### config.mk
export PLATFORM = sky130hd
export DESIGN_NAME = dc_cycle_sync_offset_unit
export DESIGN_NICKNAME = d
export VERILOG_FILES = /design/src/hw/rtl/dcso_pkg.sv /design/src/hw/rtl/dcso_ctrl.sv /design/src/hw/rtl/dcso_datapath.sv /design/src/hw/rtl/dc_cycle_sync_offset_unit.sv
export SDC_FILE = /design/constraint.sdc
export NUM_CORES = 2
export LEC_CHECK = 0
export BUFFER_PORTS_ARGS = -buffer_cell sky130_fd_sc_hd__buf_4
export CORE_MARGIN = 3
export CORE_UTILIZATION = 43
export CTS_BUF_LIST = sky130_fd_sc_hd__clkbuf_16
export CTS_CLUSTER_DIAMETER = 200
export DETAILED_ROUTE_END_ITERATION = 10
export PLACE_DENSITY = 0.63
export SKIP_LAST_GASP = 1
export SYNTH_ARGS = -nofsm -noshare
export SYNTH_HDL_FRONTEND = slang
export SYNTH_SLANG_ARGS = --single-unit
### constraint.sdc
create_clock -name clk -period 10.75 [get_ports clk]
set_clock_uncertainty 0.1 [all_clocks]
set_input_delay 1.075 -clock clk [delete_from_list [all_inputs] [get_ports clk]]
set_output_delay 1.075 -clock clk [all_outputs]
set_load 0.01 [all_outputs]
### src/hw/rtl/dcso_pkg.sv
// Shared types and constants for the distributed-clock sync offset block
`timescale 1ns / 1ps
`default_nettype none
package dcso_pkg;

  localparam int CYCLE_W     = 30;
  localparam int REM_W       = 30;
  localparam int OFFSET_W    = 28;
  localparam int ERROR_W     = 30;
  localparam int ERR_DIV     = 100;
  localparam int INT_DIV     = 20;
  localparam int CYCLE_RESET = 1000000;
  localparam int OFF_MAX     = 134217727;
  localparam int OFF_MIN     = -134217728;
  localparam logic [2:0] ADDR_CYCLE_TIME = 3'd0;

  // floor(x / 100) == (x * ERR_RECIP) >> ERR_SHIFT for every 32-bit unsigned x
  localparam logic [31:0] ERR_RECIP = 32'h51EB_851F;
  localparam int          ERR_SHIFT = 37;

  typedef enum logic [2:0] {
    ST_IDLE,
    ST_DIV_TIME,
    ST_WRAP,
    ST_LD_ERR,
    ST_FINISH
  } dcso_state_t;

  typedef struct packed {
    logic load_time;
    logic step;
    logic wrap;
    logic load_err;
    logic emit;
  } dcso_cmd_t;

  typedef struct packed {
    logic div_done;
    logic out_free;
  } dcso_sts_t;

endpackage
`default_nettype wire

### src/hw/rtl/dcso_ctrl.sv
// Sequencer for the sync offset block: steps through remainder, wrap, scale and emit phases
`timescale 1ns / 1ps
`default_nettype none
module dcso_ctrl (
  input  wire logic             clk,
  input  wire logic             rst_n,
  input  wire logic             in_tvalid,
  output logic                  in_tready,
  input  dcso_pkg::dcso_sts_t   sts_i,
  output dcso_pkg::dcso_cmd_t   cmd_o
);
  import dcso_pkg::*;

  dcso_state_t state_r, state_nxt;

  always_ff @(posedge clk) begin
    if (!rst_n) begin
      state_r <= ST_IDLE;
    end else begin
      state_r <= state_nxt;
    end
  end

  always_comb begin
    state_nxt = state_r;
    unique case (state_r)
      ST_IDLE:     if (in_tvalid) state_nxt = ST_DIV_TIME;
      ST_DIV_TIME: if (sts_i.div_done) state_nxt = ST_WRAP;
      ST_WRAP:     state_nxt = ST_LD_ERR;
      ST_LD_ERR:   state_nxt = ST_FINISH;
      ST_FINISH:   if (sts_i.out_free) state_nxt = ST_IDLE;
      default:     state_nxt = ST_IDLE;
    endcase
  end

  always_comb begin
    cmd_o     = '0;
    in_tready = 1'b0;
    unique case (state_r)
      ST_IDLE: begin
        in_tready       = 1'b1;
        cmd_o.load_time = in_tvalid;
      end
      ST_DIV_TIME: cmd_o.step     = !sts_i.div_done;
      ST_WRAP:     cmd_o.wrap     = 1'b1;
      ST_LD_ERR:   cmd_o.load_err = 1'b1;
      ST_FINISH:   cmd_o.emit     = sts_i.out_free;
      default: begin
        cmd_o     = '0;
        in_tready = 1'b0;
      end
    endcase
  end

endmodule
`default_nettype wire

### src/hw/rtl/dcso_datapath.sv
// Datapath: restoring remainder, phase wrap, integral counter, offset scale, output register
`timescale 1ns / 1ps
`default_nettype none
module dcso_datapath #(
  parameter int TIME_WIDTH     = 64,
  parameter int INTEGRAL_WIDTH = 32
) (
  input  wire logic                  clk,
  input  wire logic                  rst_n,
  input  wire logic [TIME_WIDTH-2:0] ref_time_i,
  input  wire logic [dcso_pkg::CYCLE_W-1:0] cycle_time_i,
  input  dcso_pkg::dcso_cmd_t        cmd_i,
  output dcso_pkg::dcso_sts_t        sts_o,
  output logic                       out_tvalid,
  input  wire logic                  out_tready,
  output logic [63:0]                out_tdata
);
  import dcso_pkg::*;

  localparam int IW = INTEGRAL_WIDTH;
  localparam int DW = TIME_WIDTH - 1;
  localparam int CW = $clog2(DW + 1);
  localparam int SW = ((IW > ERROR_W) ? IW : ERROR_W) + 2;
  localparam int PW = ERROR_W + 32;
  localparam int RW = $clog2(INT_DIV);
  localparam logic signed [IW-1:0] I_MAX  = {1'b0, {(IW-1){1'b1}}};
  localparam logic signed [IW-1:0] I_MIN  = {1'b1, {(IW-1){1'b0}}};
  localparam logic [RW-1:0]        IR_TOP = RW'(INT_DIV - 1);

  logic [DW-1:0]      dvd_r, dvd_nxt;
  logic [REM_W-1:0]   rem_r, rem_nxt;
  logic [CW-1:0]      cnt_r, cnt_nxt;
  logic signed [ERROR_W-1:0] err_r, err_nxt;
  logic signed [IW-1:0] integ_r, integ_nxt;
  logic [IW-1:0]      iq_r, iq_nxt;
  logic [RW-1:0]      ir_r, ir_nxt;
  logic [ERROR_W-1:0] qe_r;
  logic               out_valid_r;
  logic [OFFSET_W-1:0] out_off_r;
  logic [ERROR_W-1:0] out_err_r;

  logic [REM_W:0]     rem_sh;
  logic [REM_W:0]     rem_diff;
  logic               ge;
  logic               cyc_zero;
  logic               over_half;
  logic               err_pos;
  logic               err_neg;
  logic [REM_W:0]     wrap_diff;
  logic               integ_up;
  logic               integ_dn;
  logic               integ_neg;
  logic               integ_zero;
  logic               mag_up;
  logic               mag_dn;
  logic [ERROR_W-1:0] emag;
  logic [PW-1:0]      eprod;
  logic [SW-1:0]      term_e;
  logic [SW-1:0]      term_i;
  logic signed [SW-1:0] off_sum;
  logic [OFFSET_W-1:0] off_sat;

  // One remainder bit per cycle against the cycle time
  assign rem_sh   = {rem_r, dvd_r[DW-1]};
  assign rem_diff = rem_sh - {1'b0, cycle_time_i};
  assign ge       = rem_sh >= {1'b0, cycle_time_i};

  // Phase wrap into (-cycle/2, cycle/2]
  assign cyc_zero  = (cycle_time_i == '0);
  assign over_half = rem_r > (cycle_time_i >> 1);
  assign wrap_diff = {1'b0, rem_r} - {1'b0, cycle_time_i};
  assign err_pos   = !cyc_zero && !over_half && (rem_r != '0);
  assign err_neg   = !cyc_zero && over_half;

  // Integral step, and the matching step of its magnitude
  assign integ_neg  = integ_r[IW-1];
  assign integ_zero = (integ_r == '0);
  assign integ_up   = err_pos && integ_r != I_MAX;
  assign integ_dn   = err_neg && integ_r != I_MIN;
  assign mag_up     = integ_up ? !integ_neg : (integ_dn && (integ_neg || integ_zero));
  assign mag_dn     = integ_up ? integ_neg : (integ_dn && !integ_neg && !integ_zero);

  // |err| / 100 by reciprocal multiplication
  assign emag  = err_r[ERROR_W-1] ? ERROR_W'(-err_r) : err_r;
  assign eprod = PW'(emag) * PW'(ERR_RECIP);

  // offset = -(err/100) - (integral/20), quotients held as magnitudes
  assign term_e  = err_r[ERROR_W-1] ? SW'(qe_r) : SW'(-SW'(qe_r));
  assign term_i  = integ_neg ? SW'(iq_r) : SW'(-SW'(iq_r));
  assign off_sum = $signed(term_e + term_i);

  always_comb begin
    if (off_sum > $signed(SW'(OFF_MAX))) begin
      off_sat = OFFSET_W'(OFF_MAX);
    end else if (off_sum < $signed(SW'(OFF_MIN))) begin
      off_sat = OFFSET_W'(OFF_MIN);
    end else begin
      off_sat = off_sum[OFFSET_W-1:0];
    end
  end

  always_comb begin
    dvd_nxt   = dvd_r;
    rem_nxt   = rem_r;
    cnt_nxt   = cnt_r;
    err_nxt   = err_r;
    integ_nxt = integ_r;
    iq_nxt    = iq_r;
    ir_nxt    = ir_r;
    priority if (cmd_i.load_time) begin
      dvd_nxt = ref_time_i;
      rem_nxt = '0;
      cnt_nxt = CW'(DW);
    end else if (cmd_i.step) begin
      dvd_nxt = {dvd_r[DW-2:0], ge};
      rem_nxt = ge ? rem_diff[REM_W-1:0] : rem_sh[REM_W-1:0];
      cnt_nxt = cnt_r - 1'b1;
    end else if (cmd_i.wrap) begin
      if (cyc_zero) begin
        err_nxt = '0;
      end else if (over_half) begin
        err_nxt = $signed(wrap_diff[ERROR_W-1:0]);
      end else begin
        err_nxt = $signed(rem_r[ERROR_W-1:0]);
      end
      if (integ_up) begin
        integ_nxt = integ_r + IW'(1);
      end else if (integ_dn) begin
        integ_nxt = integ_r - IW'(1);
      end
      // Keep |integral| as quotient and remainder by 20
      if (mag_up) begin
        if (ir_r == IR_TOP) begin
          ir_nxt = '0;
          iq_nxt = iq_r + IW'(1);
        end else begin
          ir_nxt = ir_r + RW'(1);
        end
      end else if (mag_dn) begin
        if (ir_r == '0) begin
          ir_nxt = IR_TOP;
          iq_nxt = iq_r - IW'(1);
        end else begin
          ir_nxt = ir_r - RW'(1);
        end
      end
    end
  end

  always_ff @(posedge clk) begin
    if (!rst_n) begin
      cnt_r       <= '0;
      integ_r     <= '0;
      iq_r        <= '0;
      ir_r        <= '0;
      out_valid_r <= 1'b0;
    end else begin
      cnt_r   <= cnt_nxt;
      integ_r <= integ_nxt;
      iq_r    <= iq_nxt;
      ir_r    <= ir_nxt;
      if (cmd_i.emit) begin
        out_valid_r <= 1'b1;
      end else if (out_tready) begin
        out_valid_r <= 1'b0;
      end
    end
  end

  always_ff @(posedge clk) begin
    dvd_r <= dvd_nxt;
    rem_r <= rem_nxt;
    err_r <= err_nxt;
    if (cmd_i.load_err) begin
      qe_r <= ERROR_W'(eprod >> ERR_SHIFT);
    end
    if (cmd_i.emit) begin
      out_off_r <= off_sat;
      out_err_r <= err_r;
    end
  end

  assign sts_o.div_done = (cnt_r == '0);
  assign sts_o.out_free = !out_valid_r || out_tready;
  assign out_tvalid     = out_valid_r;
  assign out_tdata      = {{(64-OFFSET_W-ERROR_W){1'b0}}, out_err_r, out_off_r};

  a_step_has_count: assert property (@(posedge clk) disable iff (!rst_n)
    cmd_i.step |-> cnt_r != '0)
    else $error("divider stepped past its last bit");

  a_emit_free: assert property (@(posedge clk) disable iff (!rst_n)
    cmd_i.emit |-> !out_valid_r || out_tready)
    else $error("result overwrote an untaken beat");

  a_zero_cycle: assert property (@(posedge clk) disable iff (!rst_n)
    cmd_i.wrap && cyc_zero |=> err_r == '0 && $stable(integ_r))
    else $error("zero cycle time produced a phase error");

  a_integ_unit: assert property (@(posedge clk) disable iff (!rst_n)
    cmd_i.wrap |=> (integ_r == $past(integ_r)) ||
                   (integ_r == $past(integ_r) + IW'(1)) ||
                   (integ_r == $past(integ_r) - IW'(1)))
    else $error("integral moved by more than one");

  a_integ_rem: assert property (@(posedge clk) disable iff (!rst_n)
    ir_r <= IR_TOP)
    else $error("integral remainder left its range");

endmodule
`default_nettype wire

### src/hw/rtl/dc_cycle_sync_offset_unit.sv
// Top level of the distributed-clock cycle sync offset PI loop
// An input beat runs through the sequencer phases before out_tvalid rises:
//   the one-bit-per-cycle restoring remainder over TIME_WIDTH-1 bits,
//   then the wrap, the error/100 reciprocal multiply and the output load.
// A new beat is taken only once the last result is loaded into the output register;
//   a held result keeps the next beat off until out_tready returns.
// Reset (synchronous, rst_n low): cycle_time to 1000000, integral to zero, no result held.
`timescale 1ns / 1ps
`default_nettype none
module dc_cycle_sync_offset_unit #(
  parameter int TIME_WIDTH     = 64,
  parameter int INTEGRAL_WIDTH = 32
) (
  input  wire logic        clk,
  input  wire logic        rst_n,
  // input stream: [62:0] ref_time
  input  wire logic        in_tvalid,
  output logic             in_tready,
  input  wire logic [63:0] in_tdata,
  // result stream: [27:0] offset_time, [57:28] phase_error
  output logic             out_tvalid,
  input  wire logic        out_tready,
  output logic [63:0]      out_tdata,
  // configuration port
  input  wire logic        cfg_psel,
  input  wire logic        cfg_penable,
  input  wire logic        cfg_pwrite,
  input  wire logic [2:0]  cfg_paddr,
  input  wire logic [31:0] cfg_pwdata,
  output logic [31:0]      cfg_prdata,
  output logic             cfg_pready
);
  import dcso_pkg::*;

  logic [CYCLE_W-1:0] cycle_time_r;
  logic               cfg_wr;
  dcso_cmd_t          cmd;
  dcso_sts_t          sts;

  // Register decode: only index 0 (cycle_time) exists, anything else is dropped
  assign cfg_pready = 1'b1;
  assign cfg_wr     = cfg_psel && cfg_penable && cfg_pwrite && (cfg_paddr == ADDR_CYCLE_TIME);

  always_ff @(posedge clk) begin
    if (!rst_n) begin
      cycle_time_r <= CYCLE_W'(CYCLE_RESET);
    end else if (cfg_wr) begin
      cycle_time_r <= cfg_pwdata[CYCLE_W-1:0];
    end
  end

  // Read back the cycle time; unmapped addresses read as zero
  assign cfg_prdata = (cfg_paddr == ADDR_CYCLE_TIME) ? 32'(cycle_time_r) : '0;

  // Sequencer: accept a beat only when idle, then walk the divide, wrap, scale and emit phases
  dcso_ctrl u_ctrl (
    .clk       (clk),
    .rst_n     (rst_n),
    .in_tvalid (in_tvalid),
    .in_tready (in_tready),
    .sts_i     (sts),
    .cmd_o     (cmd)
  );

  // Datapath: only the low TIME_WIDTH-1 bits of the reference time take part
  dcso_datapath #(
    .TIME_WIDTH     (TIME_WIDTH),
    .INTEGRAL_WIDTH (INTEGRAL_WIDTH)
  ) u_datapath (
    .clk          (clk),
    .rst_n        (rst_n),
    .ref_time_i   (in_tdata[TIME_WIDTH-2:0]),
    .cycle_time_i (cycle_time_r),
    .cmd_i        (cmd),
    .sts_o        (sts),
    .out_tvalid   (out_tvalid),
    .out_tready   (out_tready),
    .out_tdata    (out_tdata)
  );

endmodule
`default_nettype wire
==> impl_metrics.env <==
export IMPL_status="complete, no violations"
export IMPL_die_w_um=298
export IMPL_drc_errors=0
export IMPL_clock_fmax_mhz=97.0
export IMPL_syn_area_sq_um=36600
export IMPL_cts_root_buf="clkbuf_16"
export IMPL_place_hpwl_um=79200
export IMPL_port_buffers=192
export IMPL_synth_adder_area_share_pct=35.7
export IMPL_fin_util_pct=48.6
export IMPL_final_max_slew_viol_count=0
export IMPL_rsz0062_at_grt="false"
export IMPL_grt_pass1_vias=28300
export IMPL_wl_per_cell_um=18.0
export IMPL_setup_tns_final_ns=0
export IMPL_clk_latency_ns=0.58
export IMPL_worstPathMaxFanout=4
export IMPL_wl_um=97800
export IMPL_globalplace_congestion=0.925
export IMPL_start_util_pct=43.5
export IMPL_synth_seq_cells=314
export IMPL_grt_first_pass_wirelength_um=156000
export IMPL_final_cell_mix="634 x inv_1, 512 x ha_1, 467 x nand2_1, 332 x fa_1, 276 x a21oi_1"
export IMPL_layout_drive_gt1_share_pct=8.19
export IMPL_synth_top_area_share_pct=18.2
export IMPL_fillCellCount=8054
export IMPL_grt_overflow_total=0
export IMPL_cp_required_ns=11.04
export IMPL_avgSynthCellArea_sq_um=8.97
export IMPL_synth_xor_area_share_pct=5.61
export IMPL_stdcell_area_sq_um=40800
export IMPL_syn_to_final_growth_pct=11.5
export IMPL_muxShareOfSynthArea_pct=1.14
export IMPL_hold_path_class="flip-flop to flip-flop"
export IMPL_ant_nets=0
export IMPL_cp_slowest_cell="or4_1"
export IMPL_synth_compound_area_share_pct=14.0
export IMPL_crit_type="flip-flop to flip-flop"
export IMPL_cts_sinks=314
export IMPL_synthFlopType="edfxtp_1"
export IMPL_path_clk_slew_ns=0.06
export IMPL_relSlewSlack_pct=22.2
export IMPL_synth_edf_count=175
export IMPL_ys_seq_area_share_pct=22.0
export IMPL_yosysWarnings=0
export IMPL_drt_initial_drc_count=2017
export IMPL_antenna_found_initial=0
export IMPL_cp_slowest_stage_delay_ns=0.60
export IMPL_pin_count=205
export IMPL_mostFrequentLayoutCell="inv_1"
export IMPL_dieHeight_um=298
export IMPL_worstMarginPinSlew_ns=1.17
export IMPL_htreeDepth=2
export IMPL_placeableCoreArea_sq_um=84000
export IMPL_ys_types=84
export IMPL_ys_top_cells_by_area="fa_1 18%, ha_1 18%, edfxtp_1 14%"
export IMPL_fp_row_count=106
export IMPL_first_pass_iters=5
export IMPL_hold_violations=0
export IMPL_fin_crit_ns=10.31
export IMPL_fin_crit_sh_pct=95.9
export IMPL_vias=29000
export IMPL_finalSetupViolations=0
export IMPL_yosys_area_share_simple_pct=13.7
export IMPL_synth_top_family_by_area="adder cells"
export IMPL_synth_top_area_cell="fa_1"
export IMPL_gr_usage_all_layers_pct=21.8
export IMPL_viasPerCell=5.35
export IMPL_syn_inst=4073
export IMPL_cts_tree="built"
export IMPL_async_flop_share_pct=0
export IMPL_ctsHoldBuffers=0
export IMPL_cts_buffers=40
export IMPL_nNetsFinal=5205
export IMPL_critPathLaunchType="flip-flop"
export IMPL_cp_arrival_ns=10.59
export IMPL_cap_violations=0
export IMPL_end_kind="flip-flop"
export IMPL_die_area_sq_um=88500
export IMPL_grt_max_degree=81
export IMPL_post_dp_cell_area_sq_um=39400
export IMPL_clockBufferDepth=3
[flip-flops by register name, indices dropped and copies added (netlist names), 5 cells and up]
name	count
u_datapath.iq_r	32
u_datapath.dvd_r	63
u_datapath.err_r	30
u_datapath.ir_r	5
u_datapath.cnt_r	6
u_datapath.rem_r	30
u_datapath.qe_r	24
u_datapath.integ_r	32
u_datapath.out_err_r	30
u_datapath.out_off_r	28
cycle_time_r	30
[layout make-up]
| cell class | count | area, sq um | area share, % |
|---|---|---|---|
| Clock buffer | 42 | 1050 | 2.58 |
| Timing Repair Buffer | 242 | 1820 | 4.46 |
| Multi-Input combinational cell | 3024 | 25800 | 63.2 |
| Tap cell | 1134 | 1420 | 3.48 |
| Inverter | 633 | 2380 | 5.83 |
| Clock inverter | 30 | 318 | 0.779 |
| Antenna cell | 1 | 2.50 | 0.00614 |
| Sequential cell | 314 | 8040 | 19.7 |
[metrics by stage]
step,setup slack [ns],std cells,hold WS (ns)
finish,0.443,5420,0.388
floorplan,0.919,4080,0.324
global route,0.0204,5419,0.410
global placement,0.250,5347,0.373
CTS,0.107,5419,0.384
detailed placement,0.134,5347,0.380
[worst max-delay path: cells and delay by family, from the launching register on]
kind / cells / cell delay (ns)
AO/OA/AOI/OAI: 9 / 2.45
XOR/XNOR: 1 / 0.28
adder cells (fa/ha/maj): 9 / 3.83
buffers and inverters: 7 / 0.60
flip-flops: 1 / 0.41
multiplexers: 1 / 0.26
AND/OR/NAND/NOR: 6 / 2.19
[metal layers]
metal,up-vias,routed length (um),part of all wire (%),track usage [%]
met5,-,0,0,0
met2,696,44400,45,35.2
met4,0,2920,3.0,6.29
met1,14000,45300,46,30.9
met3,131,5130,5.2,2.65
li1,14200,-,-,-
[kinds of logic after synthesis]
logic type	Yosys count
AO/OA/AOI/OAI	812
adder cells (fa/ha/maj)	844
flip-flops	314
AND/OR/NAND/NOR	1084
multiplexers	41
XOR/XNOR	234
buffers and inverters	742
other	2
[path summary, 6_finish.rpt]
path,from,end,slack (ns),cells after the start
worst min register to register,u_datapath.err_r[7],u_datapath.out_err_r[7],0.39,0
worst max register to register,u_datapath.err_r[16],u_datapath.qe_r[13],0.44,33
worst max-delay path,u_datapath.err_r[16],u_datapath.qe_r[13],0.44,33
worst min-delay path,u_datapath.err_r[7],u_datapath.out_err_r[7],0.39,0
[synthesized netlist by cell type, drive strengths merged (44+ instances only)]
master / n
a211oi: 44
a21o: 91
a21oi: 278
and2: 46
clkbuf: 87
dfxtp: 139
edfxtp: 175
fa: 332
ha: 512
inv: 632
nand2: 469
nand3: 59
nor2: 206
nor3: 69
nor4: 49
o21ai: 166
xnor2: 131
xor2: 103
[repair_timing]
item / in CTS / in global routing
hold endpoints to repair: 0 / 0
endpoints found under the setup margin: 0 / 12
resized for setup: 0 / 3
buffers inserted: 0 / 0
Power is left out: the tool's default activity adds up to more than one toggle a clock period on the data nets, which glitch-free logic cannot reach.
